File: src/rtl/hfd_pkg.sv
// Shared types, constants and the glyph table of the framed ASCII Huffman decoder.
// Used by hfd_lehmer, hfd_walker and the top level; depends on nothing.
package hfd_pkg;

  localparam int unsigned NSYM           = 7;
  localparam int unsigned ROOT_NODE      = 12;
  localparam int unsigned HDR_TREE_START = 14;
  localparam int unsigned HDR_DONE       = 20;
  localparam int unsigned TREE_NODES     = 6;
  localparam int unsigned LINE_WIDTH     = 80;
  localparam int unsigned LINE_COUNT     = 22;
  localparam int unsigned PERM_DEPTH     = NSYM * NSYM;
  localparam int unsigned PERM_AW        = $clog2(PERM_DEPTH);
  localparam int unsigned CODE_W         = 16;
  localparam int unsigned CODE_CW        = $clog2(CODE_W);

  typedef struct packed {
    logic [7:0] glyph_code;
    logic [2:0] glyph_index;
    logic       line_end;
    logic       frame_end;
    logic       last;
  } res_t;

  typedef struct packed {
    logic               we;
    logic [PERM_AW-1:0] addr;
    logic [2:0]         data;
  } ram_wr_t;

  typedef struct packed {
    logic busy;
    logic frame_done;
  } walk_stat_t;

  function automatic logic [7:0] glyph_char(input logic [2:0] sym);
    logic [7:0] c;
    case (sym)
      3'd0:    c = 8'h20;  // ' '
      3'd1:    c = 8'h2C;  // ','
      3'd2:    c = 8'h28;  // '('
      3'd3:    c = 8'h53;  // 'S'
      3'd4:    c = 8'h23;  // '#'
      3'd5:    c = 8'h67;  // 'g'
      3'd6:    c = 8'h40;  // '@'
      default: c = 8'h20;
    endcase
    return c;
  endfunction

endpackage

File: src/rtl/hfd_ram.sv
// Generic single-write, single-read RAM with a registered read port.
// Standalone; no package needed.
module hfd_ram #(
  parameter int unsigned WIDTH = 8,
  parameter int unsigned DEPTH = 16
) (
  input  logic                     clk_i,
  input  logic                     we_i,
  input  logic [$clog2(DEPTH)-1:0] waddr_i,
  input  logic [WIDTH-1:0]         wdata_i,
  input  logic [$clog2(DEPTH)-1:0] raddr_i,
  output logic [WIDTH-1:0]         rdata_o
);

  logic [WIDTH-1:0] mem_q [DEPTH];
  logic [WIDTH-1:0] rdata_q;

  always_ff @(posedge clk_i) begin
    if (we_i) begin
      mem_q[waddr_i] <= wdata_i;
    end
    rdata_q <= mem_q[raddr_i];
  end

  assign rdata_o = rdata_q;

endmodule

File: src/rtl/hfd_lehmer.sv
// Decodes one 16-bit Lehmer code into a row of the permutation table.
// Bit-serial restoring division by each radix 7..1; uses hfd_pkg.
module hfd_lehmer (
  input  logic                 clk_i,
  input  logic                 rst_ni,
  input  logic                 start_i,
  input  logic [15:0]          code_i,
  input  logic [2:0]           row_i,
  output logic                 busy_o,
  output hfd_pkg::ram_wr_t     wr_o
);

  logic                             busy_q, busy_d;
  logic [hfd_pkg::CODE_W-1:0]       code_q, code_d;
  logic [2:0]                       rem_q, rem_d;
  logic [hfd_pkg::CODE_CW-1:0]      cnt_q, cnt_d;
  logic [2:0]                       radix_q, radix_d;
  logic [2:0]                       digit_q, digit_d;
  logic [2:0]                       row_q, row_d;
  logic [2:0]                       pool_q [hfd_pkg::NSYM];
  logic [2:0]                       pool_d [hfd_pkg::NSYM];

  logic [3:0]                       trial;
  logic                             ge;
  logic [2:0]                       rem_n;
  logic                             digit_done;
  logic [hfd_pkg::PERM_AW-1:0]      row_base;

  // One quotient bit per cycle; the remainder stays below the radix.
  assign trial      = {rem_q, code_q[hfd_pkg::CODE_W-1]};
  assign ge         = trial >= {1'b0, radix_q};
  assign rem_n      = ge ? 3'(trial - {1'b0, radix_q}) : trial[2:0];
  assign digit_done = busy_q && (cnt_q == hfd_pkg::CODE_CW'(hfd_pkg::CODE_W - 1));
  assign row_base   = {row_q, 3'b000} - hfd_pkg::PERM_AW'(row_q);

  always_comb begin
    busy_d  = busy_q;
    code_d  = code_q;
    rem_d   = rem_q;
    cnt_d   = cnt_q;
    radix_d = radix_q;
    digit_d = digit_q;
    row_d   = row_q;
    pool_d  = pool_q;
    if (start_i) begin
      busy_d  = 1'b1;
      code_d  = code_i;
      rem_d   = '0;
      cnt_d   = '0;
      radix_d = 3'(hfd_pkg::NSYM);
      digit_d = '0;
      row_d   = row_i;
      for (int i = 0; i < hfd_pkg::NSYM; i++) begin
        pool_d[i] = 3'(i);
      end
    end else if (busy_q) begin
      code_d = {code_q[hfd_pkg::CODE_W-2:0], ge};
      if (digit_done) begin
        rem_d   = '0;
        cnt_d   = '0;
        radix_d = radix_q - 3'd1;
        digit_d = digit_q + 3'd1;
        for (int j = 0; j < hfd_pkg::NSYM - 1; j++) begin
          pool_d[j] = (3'(j) >= rem_n) ? pool_q[j+1] : pool_q[j];
        end
        if (digit_q == 3'(hfd_pkg::NSYM - 1)) begin
          busy_d = 1'b0;
        end
      end else begin
        rem_d = rem_n;
        cnt_d = cnt_q + hfd_pkg::CODE_CW'(1);
      end
    end
  end

  always_comb begin
    wr_o.we   = digit_done;
    wr_o.addr = row_base + hfd_pkg::PERM_AW'(digit_q);
    wr_o.data = pool_q[rem_n];
  end

  assign busy_o = busy_q;

  always_ff @(posedge clk_i or negedge rst_ni) begin
    if (!rst_ni) begin
      busy_q  <= 1'b0;
      cnt_q   <= '0;
      radix_q <= 3'(hfd_pkg::NSYM);
      digit_q <= '0;
    end else begin
      busy_q  <= busy_d;
      cnt_q   <= cnt_d;
      radix_q <= radix_d;
      digit_q <= digit_d;
    end
  end

  always_ff @(posedge clk_i) begin
    code_q <= code_d;
    rem_q  <= rem_d;
    row_q  <= row_d;
    pool_q <= pool_d;
  end

endmodule

File: src/rtl/hfd_walker.sv
// Walks the Huffman tree one stream bit per cycle, pausing at each leaf lookup and on output stalls;
// remaps leaves and drives the output. Holds one result back so the last glyph of a byte can be marked; uses hfd_pkg.
module hfd_walker (
  input  logic                          clk_i,
  input  logic                          rst_ni,
  input  logic                          start_i,
  input  logic [7:0]                    byte_i,
  input  logic [7:0]                    children_i [hfd_pkg::TREE_NODES],
  input  logic [2:0]                    rdata_i,
  output logic [hfd_pkg::PERM_AW-1:0]   raddr_o,
  output hfd_pkg::walk_stat_t           stat_o,
  output logic                          out_valid_o,
  input  logic                          out_stall_i,
  output hfd_pkg::res_t                 out_o
);

  localparam logic [1:0] ST_IDLE  = 2'd0;
  localparam logic [1:0] ST_WALK  = 2'd1;
  localparam logic [1:0] ST_LOOK  = 2'd2;
  localparam logic [1:0] ST_FLUSH = 2'd3;

  logic [1:0]                  state_q, state_d;
  logic [7:0]                  sh_q, sh_d;
  logic [3:0]                  cnt_q, cnt_d;
  logic [3:0]                  node_q, node_d;
  logic [2:0]                  prev_q, prev_d;
  logic [7:0]                  col_q, col_d;
  logic [7:0]                  line_q, line_d;
  logic [hfd_pkg::PERM_AW-1:0] raddr_q, raddr_d;
  logic                        hold_valid_q, hold_valid_d;
  hfd_pkg::res_t               hold_q, hold_d;
  logic                        out_valid_q, out_valid_d;
  hfd_pkg::res_t               out_q, out_d;

  logic [3:0]                  node_idx;
  logic [2:0]                  slot;
  logic [7:0]                  entry;
  logic [3:0]                  child;
  logic [hfd_pkg::PERM_AW-1:0] leaf_addr;
  logic                        can_load;
  logic [8:0]                  col_inc;
  logic [8:0]                  line_inc;
  logic                        le;
  logic                        fe;
  hfd_pkg::res_t               res;
  logic                        frame_done;

  assign node_idx  = (node_q < 4'(hfd_pkg::NSYM) || node_q > 4'(hfd_pkg::ROOT_NODE))
                     ? 4'(hfd_pkg::ROOT_NODE) : node_q;
  assign slot      = 3'(node_idx - 4'(hfd_pkg::NSYM));
  assign entry     = children_i[slot];
  assign child     = sh_q[7] ? entry[3:0] : entry[7:4];
  assign leaf_addr = {prev_q, 3'b000} - hfd_pkg::PERM_AW'(prev_q)
                     + hfd_pkg::PERM_AW'(child);
  // The read address is held through the lookup so the registered data stays put.
  assign raddr_o   = (state_q == ST_WALK) ? leaf_addr : raddr_q;
  assign can_load  = !out_valid_q || !out_stall_i;

  assign col_inc  = {1'b0, col_q} + 9'd1;
  assign line_inc = {1'b0, line_q} + 9'd1;
  assign le       = col_inc >= 9'(hfd_pkg::LINE_WIDTH);
  assign fe       = le && (line_inc >= 9'(hfd_pkg::LINE_COUNT));

  always_comb begin
    res.glyph_code  = hfd_pkg::glyph_char(rdata_i);
    res.glyph_index = rdata_i;
    res.line_end    = le;
    res.frame_end   = fe;
    res.last        = 1'b0;
  end

  always_comb begin
    state_d      = state_q;
    sh_d         = sh_q;
    cnt_d        = cnt_q;
    node_d       = node_q;
    prev_d       = prev_q;
    col_d        = col_q;
    line_d       = line_q;
    raddr_d      = raddr_q;
    hold_valid_d = hold_valid_q;
    hold_d       = hold_q;
    out_valid_d  = out_valid_q;
    out_d        = out_q;
    frame_done   = 1'b0;
    if (out_valid_q && !out_stall_i) begin
      out_valid_d = 1'b0;
    end
    case (state_q)
      ST_IDLE: begin
        if (start_i) begin
          sh_d    = byte_i;
          cnt_d   = '0;
          state_d = ST_WALK;
        end
      end
      ST_WALK: begin
        sh_d  = {sh_q[6:0], 1'b0};
        cnt_d = cnt_q + 4'd1;
        if (child < 4'(hfd_pkg::NSYM)) begin
          raddr_d = leaf_addr;
          state_d = ST_LOOK;
        end else begin
          node_d = (child <= 4'(hfd_pkg::ROOT_NODE)) ? child : 4'(hfd_pkg::ROOT_NODE);
          if (cnt_q == 4'd7) begin
            state_d = ST_FLUSH;
          end
        end
      end
      ST_LOOK: begin
        if (!hold_valid_q || can_load) begin
          if (hold_valid_q) begin
            out_d       = hold_q;
            out_valid_d = 1'b1;
          end
          hold_d       = res;
          hold_valid_d = 1'b1;
          prev_d       = rdata_i;
          node_d       = 4'(hfd_pkg::ROOT_NODE);
          col_d        = le ? 8'd0 : col_inc[7:0];
          line_d       = le ? line_inc[7:0] : line_q;
          if (fe) begin
            // End of frame: the rest of this byte is dropped.
            prev_d     = '0;
            col_d      = '0;
            line_d     = '0;
            frame_done = 1'b1;
            state_d    = ST_FLUSH;
          end else if (cnt_q == 4'd8) begin
            state_d = ST_FLUSH;
          end else begin
            state_d = ST_WALK;
          end
        end
      end
      ST_FLUSH: begin
        if (!hold_valid_q) begin
          state_d = ST_IDLE;
        end else if (can_load) begin
          out_d        = hold_q;
          out_d.last   = 1'b1;
          out_valid_d  = 1'b1;
          hold_valid_d = 1'b0;
          state_d      = ST_IDLE;
        end
      end
      default: begin
        state_d = ST_IDLE;
      end
    endcase
  end

  always_comb begin
    stat_o.busy       = state_q != ST_IDLE;
    stat_o.frame_done = frame_done;
  end

  assign out_valid_o = out_valid_q;
  assign out_o       = out_q;

  always_ff @(posedge clk_i or negedge rst_ni) begin
    if (!rst_ni) begin
      state_q      <= ST_IDLE;
      cnt_q        <= '0;
      node_q       <= 4'(hfd_pkg::ROOT_NODE);
      prev_q       <= '0;
      col_q        <= '0;
      line_q       <= '0;
      raddr_q      <= '0;
      hold_valid_q <= 1'b0;
      out_valid_q  <= 1'b0;
    end else begin
      state_q      <= state_d;
      cnt_q        <= cnt_d;
      node_q       <= node_d;
      prev_q       <= prev_d;
      col_q        <= col_d;
      line_q       <= line_d;
      raddr_q      <= raddr_d;
      hold_valid_q <= hold_valid_d;
      out_valid_q  <= out_valid_d;
    end
  end

  always_ff @(posedge clk_i) begin
    sh_q   <= sh_d;
    hold_q <= hold_d;
    out_q  <= out_d;
  end

endmodule

File: src/rtl/ascii_frame_huffman_decoder.sv
// Each odd Lehmer header byte keeps the input stalled while the row decoder divides the
// 16-bit code bit-serially, one digit per radix. Each bitstream byte keeps the input stalled
// until it has been walked, so no new byte is taken before the last one is done; the walk
// goes one bit per cycle with a registered permutation RAM read per leaf, and output stalls hold it.
// Reset is asynchronous, active low; it clears all control state. The permutation table and
// the tree are undefined until the frame header writes them.
module ascii_frame_huffman_decoder (
  input  logic       clk_i,
  input  logic       rst_ni,
  input  logic       in_valid_i,
  output logic       in_stall_o,
  input  logic [7:0] stream_byte_i,
  output logic       out_valid_o,
  input  logic       out_stall_i,
  output logic [7:0] glyph_code_o,
  output logic [2:0] glyph_index_o,
  output logic       line_end_o,
  output logic       frame_end_o,
  output logic       last_o
);

  logic [4:0]                  hdr_q, hdr_d;
  logic [7:0]                  high_q, high_d;
  logic [7:0]                  children_q [hfd_pkg::TREE_NODES];
  logic [7:0]                  children_d [hfd_pkg::TREE_NODES];

  logic                        accept;
  logic                        leh_start;
  logic                        leh_busy;
  logic                        walk_start;
  hfd_pkg::ram_wr_t            wr;
  hfd_pkg::walk_stat_t         stat;
  hfd_pkg::res_t               res;
  logic [hfd_pkg::PERM_AW-1:0] raddr;
  logic [2:0]                  rdata;
  logic [2:0]                  slot;

  assign in_stall_o = leh_busy || stat.busy;
  assign accept     = in_valid_i && !in_stall_o;
  assign slot       = 3'(hdr_q - 5'(hfd_pkg::HDR_TREE_START));
  assign leh_start  = accept && (hdr_q < 5'(hfd_pkg::HDR_TREE_START)) && hdr_q[0];
  assign walk_start = accept && (hdr_q >= 5'(hfd_pkg::HDR_DONE));

  always_comb begin
    hdr_d      = hdr_q;
    high_d     = high_q;
    children_d = children_q;
    if (stat.frame_done) begin
      hdr_d = '0;
    end else if (accept && hdr_q < 5'(hfd_pkg::HDR_DONE)) begin
      hdr_d = hdr_q + 5'd1;
      if (hdr_q < 5'(hfd_pkg::HDR_TREE_START)) begin
        if (!hdr_q[0]) begin
          high_d = stream_byte_i;
        end
      end else begin
        children_d[slot] = stream_byte_i;
      end
    end
  end

  always_ff @(posedge clk_i or negedge rst_ni) begin
    if (!rst_ni) begin
      hdr_q  <= '0;
      high_q <= '0;
    end else begin
      hdr_q  <= hdr_d;
      high_q <= high_d;
    end
  end

  always_ff @(posedge clk_i) begin
    children_q <= children_d;
  end

  hfd_lehmer u_lehmer (
    .clk_i   (clk_i),
    .rst_ni  (rst_ni),
    .start_i (leh_start),
    .code_i  ({high_q, stream_byte_i}),
    .row_i   (hdr_q[3:1]),
    .busy_o  (leh_busy),
    .wr_o    (wr)
  );

  hfd_ram #(
    .WIDTH (3),
    .DEPTH (hfd_pkg::PERM_DEPTH)
  ) u_perm_ram (
    .clk_i   (clk_i),
    .we_i    (wr.we),
    .waddr_i (wr.addr),
    .wdata_i (wr.data),
    .raddr_i (raddr),
    .rdata_o (rdata)
  );

  hfd_walker u_walker (
    .clk_i       (clk_i),
    .rst_ni      (rst_ni),
    .start_i     (walk_start),
    .byte_i      (stream_byte_i),
    .children_i  (children_q),
    .rdata_i     (rdata),
    .raddr_o     (raddr),
    .stat_o      (stat),
    .out_valid_o (out_valid_o),
    .out_stall_i (out_stall_i),
    .out_o       (res)
  );

  assign glyph_code_o  = res.glyph_code;
  assign glyph_index_o = res.glyph_index;
  assign line_end_o    = res.line_end;
  assign frame_end_o   = res.frame_end;
  assign last_o        = res.last;

endmodule

File: config.mk
export PLATFORM = sky130hd
export DESIGN_NAME = ascii_frame_huffman_decoder
export DESIGN_NICKNAME = d
export VERILOG_FILES = /design/src/rtl/hfd_pkg.sv /design/src/rtl/hfd_ram.sv /design/src/rtl/hfd_lehmer.sv /design/src/rtl/hfd_walker.sv /design/src/rtl/ascii_frame_huffman_decoder.sv
export SDC_FILE = /design/constraint.sdc
export NUM_CORES = 1
export LEC_CHECK = 0
export CORE_ASPECT_RATIO = 1.75
export CORE_MARGIN = 2
export CORE_UTILIZATION = 50
export DETAILED_ROUTE_END_ITERATION = 8
export DONT_BUFFER_PORTS = 1
export HOLD_SLACK_MARGIN = 0.12
export SLEW_MARGIN = 20
export SYNTH_ARGS = -nofsm -noshare
export SYNTH_HDL_FRONTEND = slang
export SYNTH_SLANG_ARGS = --single-unit
File: constraint.sdc
create_clock -name clk_i -period 7.9 [get_ports clk_i]
set_clock_uncertainty 0.05 [all_clocks]
set_input_delay 0 -clock clk_i [delete_from_list [all_inputs] [get_ports clk_i]]
set_output_delay 0 -clock clk_i [all_outputs]
set_load 0.02 [all_outputs]
Word level (Yosys, flattened, before mapping)
Memory sizes are Yosys's and may differ from the RTL's. A register that Yosys moved wholly into a read port is not among the register bits. Index checks and enable logic that the tools add are counted.

Memories: 1. Register bits after elaboration: 182. Bits of input ports: 12. Output and inout port bits: 16. Logic and storage cells: 219. RAM bits: 147.

Memories: u_perm_ram.mem_q (depth 49, width 3, rd ports 1, clocked after memory_dff 1, wr ports 1, line hfd_ram.sv:15) `logic [WIDTH-1:0] mem_q [DEPTH];`.

Reductions and logical operators: 43. $lt $le $gt $ge: 20. Equal/unequal tests: 21. Muxes and demuxes: 74. $add $sub $neg: 14. Bitwise gates (word level): 6.

Operators by type and width (number): two-way mux 8 bit (8); two-way mux 14 bit (4); bitwise mux 48 bit (1); case mux 7 bit (6 select lines) (1); two-way mux 3 bit (12); two-way mux 16 bit (2); two-way mux 4 bit (8); case mux 14 bit (2 select lines) (1); AND reduction 3 bit (9); binary-select mux 8 bit (select 3 bit) (1); demux 8 bit (select 3 bit) (1); adder 8 x 1 -> 9 bit, second input constant (2); two-way mux 1 bit (17); two-way mux 2 bit (8); case mux 4 bit (2 select lines) (2); case mux 8 bit (2 select lines) (1); nonzero test 2 bit (8); equality test 3 bit, second input constant (4); >= comparator 4 bit, second input constant (3); inverter 3 -> 4 bit (3); subtractor 6 x 3 -> 6 bit (2); two-way mux 5 bit (2); != test 2 x 1 -> 1 bit, second input constant (5); AND reduction 2 bit (5); other kinds (40) (68).

Longest topological paths before layout
Gate-level depths: netlist of the first run.

Word-level depth: 13. Gate-level depth with buffers: 24. Depth with buffers taken out: 20.

Hierarchy
A second synthesis of the first run with hierarchy kept.

Cell total of the unflattened synthesis: 1056. Area total of the unflattened synthesis: 14740.4 sq um.

By module, submodules not included: hfd_ram (cells each 316, times used 1, area an instance 6133.4 sq um); hfd_walker (cells each 390, times used 1, area an instance 3857.4 sq um); hfd_lehmer (cells each 238, times used 1, area an instance 2612.5 sq um); ascii_frame_huffman_decoder (cells each 112, times used 1, area an instance 2137.0 sq um).

Worst setup path before layout of the first run
No wires, ideal clock.

Path kind: register -> register. Start: register u_lehmer.radix_q[0]. End: memory u_perm_ram.mem_q[0][1], data pin. Data arrival time: 4.347 ns. Stages on the path, launching flop included: 10. Clock period less this slack: 5.000 ns. Setup time: 0.602 ns. Slack: 2.900 ns. Path buffers: 1. Required time: 7.248 ns. Path through: dfstp_2 -> ha_1 -> inv_1 -> fa_1 -> a21o_1 -> a211o_1 -> mux2i_1 -> clkbuf_1 -> a21oi_1 -> o31ai_1.

RTL lines: start: declaration (line hfd_lehmer.sv:17) `logic [2:0] radix_q, radix_d;`; start signal: assignment (line hfd_lehmer.sv:88) `radix_q <= 3'(hfd_pkg::NSYM);`; start signal: assignment (line hfd_lehmer.sv:93) `radix_q <= radix_d;`; end: declaration (line hfd_ram.sv:15).

Final worst setup path of the first run
Start: register u_walker.node_q[0]. End: register u_perm_ram.rdata_q[1] (netlist: u_perm_ram.rdata_o[1]), read port of u_perm_ram.mem_q.

Longest elaborated chain between the ends: 11.

Ends and longest elaborated chain: start: declaration (line hfd_walker.sv:25) `logic [3:0] node_q, node_d;`; start signal: assignment (line hfd_walker.sv:165) `node_q <= 4'(hfd_pkg::ROOT_NODE);`; start signal: assignment (line hfd_walker.sv:175) `node_q <= node_d;`; less-than comparator 4 x 3 -> 1 bit or greater-than comparator 4 bit (tied branches) (line hfd_walker.sv:48) `assign node_idx = (node_q < 4'(hfd_pkg::NSYM) || node_q > 4'(hfd_pkg::ROOT_NODE))`; logical OR 1 bit (line hfd_walker.sv:48); two-way mux 3 bit * (line hfd_walker.sv:49) `? 4'(hfd_pkg::ROOT_NODE) : node_q;`; subtractor 3 bit * (line hfd_walker.sv:50) `assign slot = 3'(node_idx - 4'(hfd_pkg::NSYM));`; inverter 3 -> 4 bit (not written as such) * (line hfd_walker.sv:51) `assign entry = children_i[slot];`; binary-select mux 8 bit (select 3 bit) * (line hfd_walker.sv:51); two-way mux 8 bit (not written as such) * (2 in a row) (line hfd_walker.sv:51); two-way mux 4 bit * (line hfd_walker.sv:52) `assign child = sh_q[7] ? entry[3:0] : entry[7:4];`; adder 6 x 4 -> 6 bit * (line hfd_walker.sv:54) `+ hfd_pkg::PERM_AW'(child);`; net u_walker.leaf_addr (one bit) (line hfd_walker.sv:39) `logic [hfd_pkg::PERM_AW-1:0] leaf_addr;`; two-way mux 6 bit * (line hfd_walker.sv:56) `assign raddr_o = (state_q == ST_WALK) ? leaf_addr : raddr_q;`; end: declaration (line hfd_ram.sv:16) `logic [WIDTH-1:0] rdata_q;`.

The timed path passes the listed nets; every way through them passes the cells marked *. The select of a mux whose other input is x is not followed. A chain may end at the register's enable or synchronous reset.

==> qor.yml, run 1 <==
yosysTopAreaCell: "edfxtp_1"
endpoint_kind: "flop"
viasPerCell: 5.72
fmax_mhz: 174
cts_root_buffer: "clkbuf_16"
tns_ns: 0
start_util_pct: 51.0
hpwl_um: 21200
peakVddDrop_mv: 0.182
drt-total-wl_um: 32200
synthFlopType: "edfxtp_1"
grt_pass1_wl_um: 50900
io_pins: 28
synth_most_common_cell: "edfxtp_1"
p_total_uw: 3300
wl_per_cell_um: 20.5
clock-sinks: 328
cpMostUsedCell: "ha_1"
slew_headroom_pct: 30.6
portBuffers: 0
die_x_um: 133
ys_types: 72
place_congestion: 0.838
coreArea_sq_um: 28700
die_h_um: 230
yosysTopAreaCellShare_pct: 50.2
numCtsBuffers: 30
fin_nets: 1213
critical_path_class: "reg -> reg"
rsz0062_at_grt: "no"
die-area_sq_um: 30700
p_per_area_nw_per_um2: 204
synth_edf_count: 245
finalCritPeriodShare_pct: 72.9
yosys-top-cells-area: "edfxtp_1 50%, dfrtp_1 9.6%, mux2i_1 4.1%, nand2_1 3.8%, dfxtp_1 3.0%"
async_flop_share_pct: 18.6
clockBufferDepth: 3
max_stage_delay_ns: 0.79
globalRouteOverflowTotal: 0
grt_pass1_vias: 9177
cp-start-kind: "flop"
synth.yosys.seq_area_share_pct: 63.7
grt_start_max_net_pins: 91
critPathSlowestCell: "buf_4"
p_leak_uw: 0.00647
cap_violations: 0
required_ns: 8.25
clock_latency_ns: 0.56
routed-via-count: 9004
synth_common_cells: "245 x edfxtp_1, 149 x nand2_1, 92 x nor2_1"
area_delta_synth_final_pct: 10.6
cts_hold_buf: 15
syn-num-nets: 1209
cts-htree-levels: 1
synth_area_per_cell_sq_um: 12.5
tightest_slew_ns: 1.04
antenna_cells: 0
crit_fanout: 90
place_worst_setup_slack_ns: 2.22
timing.final.ws_setup_ns: 2.14
grt_util_all_layers_pct: 21.3
setup_viol: 0
drt-pass1-iter-count: 5
yosys_warnings: 0
path_clk_slew_ns: 0.07
cts_tree: "built"
ctsResizeCount: 0
syn_inst: 1167
slew_violations: 0
drc_errors: 0
drt_iter0_markers: 569
syn-cell-area_sq_um: 14600
antenna_found_initial: 0
post_cts_buffers: 0
period_needed_ns: 5.76
ys_ff_latch: 328
path_cells: "nand4b_1, and2_4, inv_4, ha_1, xnor2_1, a21o_1, a21oi_1, or3_1, inv_1, ha_1, ha_1, mux2i_4, buf_4, mux2_2, o211ai_1, nand3_1, a311oi_1, a31oi_1"
hold_violations: 0
rows: 82
drive_gt1_share_pct: 9.54
outcome: "finished, final reports clean"
final_antenna_net_count: 0
hold_path_class: "in -> reg"
worst-endpoint-arrival_ns: 6.11
-- cell usage in the layout, fill, tap and decap left out, drive strengths merged, types with 15 or more instances in the layout --
master,netlist,layout
nor2b,38,38
a211o,17,17
mux2i,61,61
a211oi,47,47
clkbuf,30,46
nand2,149,149
a21oi,43,43
edfxtp,245,245
nand3,38,38
ha,27,27
xnor2,16,16
mux2,25,25
dfrtp,56,56
nor2,92,92
o21ai,31,31
nor3,15,15
dfxtp,22,22
inv,34,34
buf,29,18
-- state kept, by name, summed over array words and instances, names as in the netlist, 4 cells and up --
register and cells:
u_walker.line_q 8, high_q 8, u_perm_ram.mem_q 147, u_walker.sh_q 8, children_q 48, u_walker.node_q 4, u_walker.out_o 12, u_walker.cnt_q 4
hdr_q 5, u_lehmer.pool_q 16, u_walker.col_q 8, u_lehmer.code_q 16, u_walker.hold_q 11, u_lehmer.cnt_q 4, u_walker.raddr_q 6
-- cell families (layout without fill, tap and decap cells) --
logic type	Yosys count	count (layout)	share of synthesized area (%)
AO/OA/AOI/OAI	214	214	10.0
buffers and inverters	97	125	2.91
adder cells (fa/ha/maj)	30	30	2.72
flip-flops	328	328	63.7
AND/OR/NAND/NOR	381	381	12.0
other	1	1	0.0256
XOR/XNOR	24	24	1.49
multiplexers	92	92	7.14
-- metal layers --
| layer | wire [um] | up-vias | track usage (%) |
|---|---|---|---|
| li1 | - | 4297 | - |
| met1 | 12200 | 4458 | 23.9 |
| met2 | 17700 | 175 | 40.4 |
| met3 | 989 | 74 | 2.44 |
| met4 | 1310 | 0 | 9.24 |
| met5 | 0 | - | 0 |
-- metrics by stage --
stage | util [%] | cell area [sq um] | hold WS [ns] | cells
global route | 56.4 | 16200 | 0.290 | 1573
detailed placement | 52.3 | 15000 | -0.342 | 1502
floorplan | - | 14600 | -0.346 | 1167
global placement | 52.3 | 15000 | -0.342 | 1502
CTS | 56.3 | 16200 | 0.239 | 1573
finish | 56.4 | 16200 | 0.279 | 1573
-- area by class of cell --
class,count,area (sq um)
multi-input combinational,742,4970
clock inverter,10,103
inverter,38,145
tap,378,473
clock buffer,46,872
sequential,328,9330
fill,2429,12500
timing repair buffer,31,305
-- worst max-delay path: cells and delay by family, from the launching register on --
family / cells / cell delay [ns]
muxes: 2 / 0.56
buffers and inverters: 3 / 1.02
AOI/OAI and AO/OA: 5 / 0.89
DFF: 1 / 0.69
xor gates and xnor gates: 1 / 0.28
and+or+nand+nor: 4 / 1.11
adders and majority gates: 3 / 0.94
-- worst paths after layout --
path | start | end | slack [ns] | depth (start not counted)
max | u_walker.node_q[0] | u_perm_ram.rdata_o[1] | 2.14 | 18
min | out_stall_i | u_walker.hold_valid_q | 0.28 | 3
max reg2reg | u_walker.node_q[0] | u_perm_ram.rdata_o[1] | 2.14 | 18
min reg2reg | u_walker.hold_q[10] | u_walker.out_o[10] | 0.36 | 0
max in group asynchronous | rst_ni | high_q[3] | 6.93 | 4
min in group asynchronous | rst_ni | u_walker.node_q[2] | 0.54 | 3
-- where the power goes --
group	switching, uW	internal, uW	leakage (uW)
clock	612	824	0.000481
combinational	17.3	7.75	0.00239
sequential	0.0000000000000637	1840	0.00359
(Power assumes the default switching activity.)
==> run 2, diff against run 1 <==
- ABC_AREA: default -> 1
- PLACE_DENSITY: default -> 0.68
- clock period: 7.9 -> 5 ns (I/O delays scaled with it)
==> run 2 against run 1 <==
Via count rose by 7.6%. Worst hold slack lost 0.088 ns. Global-route usage shrank 0.68 points. Wire length decreased by 3.6%. Sequential cell count did not move. Setup slack got worse by 1.7 ns. Critical endpoint is now u_perm_ram.rdata_o[0].
==> qor.yml, run 2 <==
cpMostUsedCell: "nand2_1"
cts_root_buffer: "clkbuf_16"
cp.depth: 24
timing.rr.start: "u_walker.node_q[3]"
die_x_um: 133
postPlaceCellArea_sq_um: 14900
clockBufferDepth: 3
async_flop_share_pct: 18.6
layout_commonest_cell: "edfxtp_1"
fin_nets: 1425
yosys.area_share.xor_xnor_pct: 0.846
antenna_found_initial: 0
cts_tree: "built"
finalCritPeriodShare_pct: 90.5
wl_per_cell_um: 17.4
endpoint_kind: "flop"
place_worst_setup_slack_ns: -0.0329
hold_violations: 0
portBuffers: 0
largest_register: "u_perm_ram.mem_q"
io_pins: 28
yosys-top-cells-area: "edfxtp_1 51%, dfrtp_1 9.7%, nand2_1 6.0%, nor2_1 5.0%, o21ai_0 3.7%"
drt_iter0_markers: 730
coreArea_sq_um: 28600
slew_violations: 0
hpwl_um: 21300
drt-total-wl_um: 31000
final_antenna_net_count: 0
fmax_mhz: 221
critical_path_class: "reg -> reg"
timing.final.ws_setup_ns: 0.475
ys_types: 46
rr_endpoint: "u_perm_ram.rdata_o[0]"
endpoint: "u_perm_ram.rdata_o[0]"
clock_latency_ns: 0.55
fin_area_sq_um: 16000
outcome: "finished, final reports clean"
synthMuxAreaShare_pct: 0
yosysTopAreaCell: "edfxtp_1"
r2r_cells: 24
hold_path_class: "in -> reg"
worst-endpoint-arrival_ns: 4.97
start_util_pct: 50.7
drt-pass1-iter-count: 5
cap_violations: 0
yosys_warnings: 0
critPathSlowestCell: "dfstp_2"
die_h_um: 229
largest_register_ffs: 147
synth.yosys.seq_area_share_pct: 64.3
routed-via-count: 9688
grt_util_all_layers_pct: 20.7
viasPerCell: 5.44
drive_gt1_share_pct: 6.77
grt_start_max_net_pins: 73
synth_edf_count: 245
synth_common_cells: "245 x edfxtp_1, 230 x nand2_1, 195 x nor2_1"
area_delta_synth_final_pct: 10.5
crit_path_start: "u_walker.node_q[3]"
setup_viol: 0
synth-compound-area-share_pct: 11.1
synth_fa_ha_area_share_pct: 2.74
reg_top3: "u_perm_ram.mem_q x147, children_q x48"
crit_fanout: 14
cts-htree-levels: 1
rrSetupSlack_ns: 0.48
drc_errors: 0
ys_ff_latch: 328
synthFlopType: "edfxtp_1"
path_cells: "nand2_1, inv_1, nand2_2, nand3_2, inv_2, ha_2, inv_1, nand3_1, nand3_1, nand2_1, nand2_1, inv_1, ha_1, ha_1, fa_1, inv_1, o21ai_4, clkinvlp_4, buf_4, o221ai_1, o211ai_1, nand2_1, o21bai_1, nand2_1"
tightest_slew_ns: 0.842
syn-num-nets: 1408
numCtsBuffers: 27
die-area_sq_um: 30400
period_needed_ns: 4.52
slew_headroom_pct: 43.7
required_ns: 5.44
path_clk_slew_ns: 0.07
rows: 82
synth_area_per_cell_sq_um: 10.6
synth_top_family_by_area: "simple AND/OR/NAND/NOR gates"
syn-cell-area_sq_um: 14500
max_stage_delay_ns: 0.57
antenna_cells: 0
syn_inst: 1366
final_cell_mix: "245 x edfxtp_1, 228 x nand2_1, 195 x nor2_1"
cp-start-kind: "flop"
synth_most_common_cell: "edfxtp_1"
critical_path.top_delay_family: "adder cells"
clock-sinks: 328
yosys.area_share.simple_pct: 15.7
grt_pass1_wl_um: 49600
cp_num_buf_inv: 7
yosysTopAreaCellShare_pct: 50.7
globalRouteOverflowTotal: 0
place_congestion: 0.906
grt_pass1_vias: 9852
[run 2: final cells by class]
type | count | area [sq um]
fillers | 2412 | 12600
flip-flops and latches | 328 | 9330
multi-input cells | 850 | 4460
clock buffers | 34 | 712
inverters | 143 | 544
well taps | 378 | 473
repair buffers | 33 | 343
clock inverters | 16 | 161
[run 2: cells by family after synthesis]
kind of cell,count (synthesis)
other,1
flip-flops,328
AO/OA/AOI/OAI,259
XOR/XNOR,14
adder cells (fa/ha/maj),30
buffers and inverters,188
AND/OR/NAND/NOR,546
[run 2: repair_timing]
| action | CTS | global route |
|---|---|---|
| endpoints found under the hold margin | 159 | 0 |
| hold buffers | 14 | 0 |
| resized for setup | 1 | 6 |
| setup endpoints to repair | 1 | 3 |
| buffers inserted | 3 | 0 |
[run 2: worst min-delay path by stage]
stage                                start                    to  slack, ns  cells past startpoint
final                     stream_byte_i[4]        children_q[44]       0.19                      1
after global routing           out_stall_i  u_walker.out_valid_o       0.20                      3
after CTS                      out_stall_i  u_walker.out_valid_o       0.16                      3
after detailed placement            rst_ni    u_walker.line_q[4]      -0.34                      0
after global placement              rst_ni    u_walker.line_q[2]      -0.34                      0
after floorplan                     rst_ni              hdr_q[0]      -0.35                      0
[run 2: worst reg2reg max path, stage by stage (launching register included)]
cell and delay [ns]:
dfstp_2 0.57, nand2_1 0.06, inv_1 0.07, nand2_2 0.15, nand3_2 0.13, inv_2 0.11, ha_2 0.39, inv_1 0.22
nand3_1 0.11, nand3_1 0.08, nand2_1 0.05, nand2_1 0.11, inv_1 0.07, ha_1 0.28, ha_1 0.23, fa_1 0.49
inv_1 0.08, o21ai_4 0.30, clkinvlp_4 0.15, buf_4 0.19, o221ai_1 0.16, o211ai_1 0.19, nand2_1 0.11, o21bai_1 0.07
nand2_1 0.08
[run 2: stage by stage]
step | std cells | hold slack (ns) | TNS [ns] | utilization (%)
floorplan | 1366 | -0.346 | 0 | -
global placement | 1715 | -0.344 | 0 | 52.1
detailed placement | 1715 | -0.345 | -0.0329 | 52.1
CTS | 1782 | 0.157 | 0 | 55.9
global route | 1782 | 0.204 | -0.0265 | 56.0
finish | 1782 | 0.192 | 0 | 56.0
[run 2: routing by layer]
| metal | vias to the layer above | wire length [um] | global-route usage [%] |
|---|---|---|---|
| li1 | 4751 | - | - |
| met1 | 4693 | 11300 | 21.4 |
| met5 | - | 0 | 0 |
| met2 | 177 | 17400 | 40.6 |
| met4 | 0 | 1390 | 9.88 |
| met3 | 67 | 900 | 2.19 |
Power of run 2 is not shown: default switching activity piles up to over one toggle a cycle in this logic, so the estimate is an artifact.
==> run 3, diff against run 2 <==
- CELL_PAD_IN_SITES_DETAIL_PLACEMENT: default -> 1
- CELL_PAD_IN_SITES_GLOBAL_PLACEMENT: default -> 2
- CORE_UTILIZATION: 50 -> 39
- PLACE_DENSITY: 0.68 -> 0.87
- SKIP_LAST_GASP: default -> 1
==> run 3 against run 2 <==
Via count up 2.8%. Setup slack worse by 0.15 ns. Critical endpoint is now u_perm_ram.rdata_o[2]. Sequential cell count unchanged. Highest routed layer unchanged.
==> qor.yml, run 3 (same netlist as run 2, synthesis figures left out) <==
rsz0062_at_grt: "yes"
rows: 93
drc_errors: 0
portBuffers: 0
slew_headroom_pct: 40.3
area_delta_synth_final_pct: 12.7
cap_violations: 0
endpoint_kind: "flop"
crit_fanout: 9
viasPerCell: 5.27
clock-sinks: 328
die_x_um: 150
finalCritPeriodShare_pct: 93.5
critPathSlowestCell: "dfstp_2"
drt-pass1-iter-count: 4
largest_register_ffs: 147
cts_root_buffer: "clkbuf_16"
routed-via-count: 9962
fin_nets: 1434
largest_register: "u_perm_ram.mem_q"
outcome: "finished, final reports clean"
cpMostUsedCell: "nand2_1"
path_clk_slew_ns: 0.07
die_h_um: 259
cp-start-kind: "flop"
clockBufferDepth: 3
drive_gt1_share_pct: 8.26
coreArea_sq_um: 36800
utilization_pct: 44.4
required_ns: 5.43
wl_per_cell_um: 19.3
max_stage_delay_ns: 0.56
slew_violations: 0
clock_latency_ns: 0.59
drt_iter0_markers: 408
final_antenna_net_count: 0
fin_area_sq_um: 16300
whs_ns: 0.181
place_congestion: 0.813
period_needed_ns: 4.68
fmax_mhz: 214
grt_start_max_net_pins: 73
start_util_pct: 39.4
tightest_slew_ns: 0.893
path_cells: "nand2_1, inv_1, nand2_1, nand3_2, inv_2, ha_1, buf_4, inv_1, nand3_1, nand3_1, nand2_1, nand2_1, inv_1, ha_1, ha_1, fa_1, inv_1, o21ai_2, clkinvlp_4, buf_4, o211ai_1, nand3_1, nand3_1, nand2_1"
critical_path_class: "reg -> reg"
grt_pass1_wl_um: 58200
antenna_found_initial: 0
hold_path_class: "in -> reg"
setup_viol: 0
globalRouteOverflowTotal: 0
postPlaceCellArea_sq_um: 15100
cts_tree: "built"
cts-htree-levels: 1
grt_pass1_vias: 10800
drt-total-wl_um: 36600
grt_util_all_layers_pct: 19.3
antenna_cells: 0
layout_commonest_cell: "edfxtp_1"
reg_top3: "u_perm_ram.mem_q x147, children_q x48"
die-area_sq_um: 38800
hpwl_um: 25300
final_cell_mix: "245 x edfxtp_1, 229 x nand2_1, 195 x nor2_1"
numCtsBuffers: 31
io_pins: 28
worst-endpoint-arrival_ns: 5.10
hold_violations: 0
tns_ns: 0
[run 3: cell types whose count changed in the layout (fill, tap and decap cells not counted), sizes merged]
cell	delta
clkbuf	-2
inv	+1
clkinvlp	+9
buf	+4
dlygate4sd3	+1
[run 3: area by class of cell]
type,count,area (sq um)
Fill cell,4050,20400
Clock inverter,26,240
Inverter,143,544
Timing Repair Buffer,38,399
Multi-Input combinational cell,850,4440
Clock buffer,32,790
Sequential cell,328,9330
Tap cell,475,594
[run 3: path summary, 6_finish.rpt]
| check | startpoint | to | slack (ns) | depth (start not counted) |
|---|---|---|---|---|
| max in group asynchronous | rst_ni | hdr_q[4] | 3.99 | 4 |
| max reg2reg | u_walker.node_q[3] | u_perm_ram.rdata_o[2] | 0.32 | 24 |
| min | stream_byte_i[3] | children_q[27] | 0.18 | 1 |
| min reg2reg | u_walker.hold_q[7] | u_walker.out_o[7] | 0.37 | 0 |
| min in group asynchronous | rst_ni | u_walker.node_q[2] | 0.55 | 3 |
| max | u_walker.node_q[3] | u_perm_ram.rdata_o[2] | 0.32 | 24 |
[run 3: what timing repair did]
action,in CTS,in global routing
hold buffers,15,0
buffers inserted,0,4
endpoints found under the setup margin,0,3
hold endpoints to repair,158,0
resized for setup,0,4
[run 3: per-stage QoR]
step	cells	setup WS [ns]
2_1_floorplan	1366	0.403
3_3_place_gp	1815	0.423
3_5_place_dp	1815	0.142
4_1_cts	1888	0.119
5_1_grt	1892	-0.00731
6_report	1892	0.323
[run 3: critical path, delay by kind of cell (launching register included)]
family	cells	cell delay (ns)
fa+ha+maj	4	1.41
buf+inv	8	1.15
simple gates	10	0.97
flops	1	0.56
compound gates	2	0.44
[run 3: metal layers]
layer / wire length, um / GRT usage [%] / up-vias
met1: 13200 / 19.4 / 4987
met2: 20800 / 38.7 / 141
met3: 912 / 2.11 / 81
met4: 1720 / 8.75 / 0
met5: 0 / 0 / -
li1: - / - / 4753
Power of run 3 is left out for the same reason.
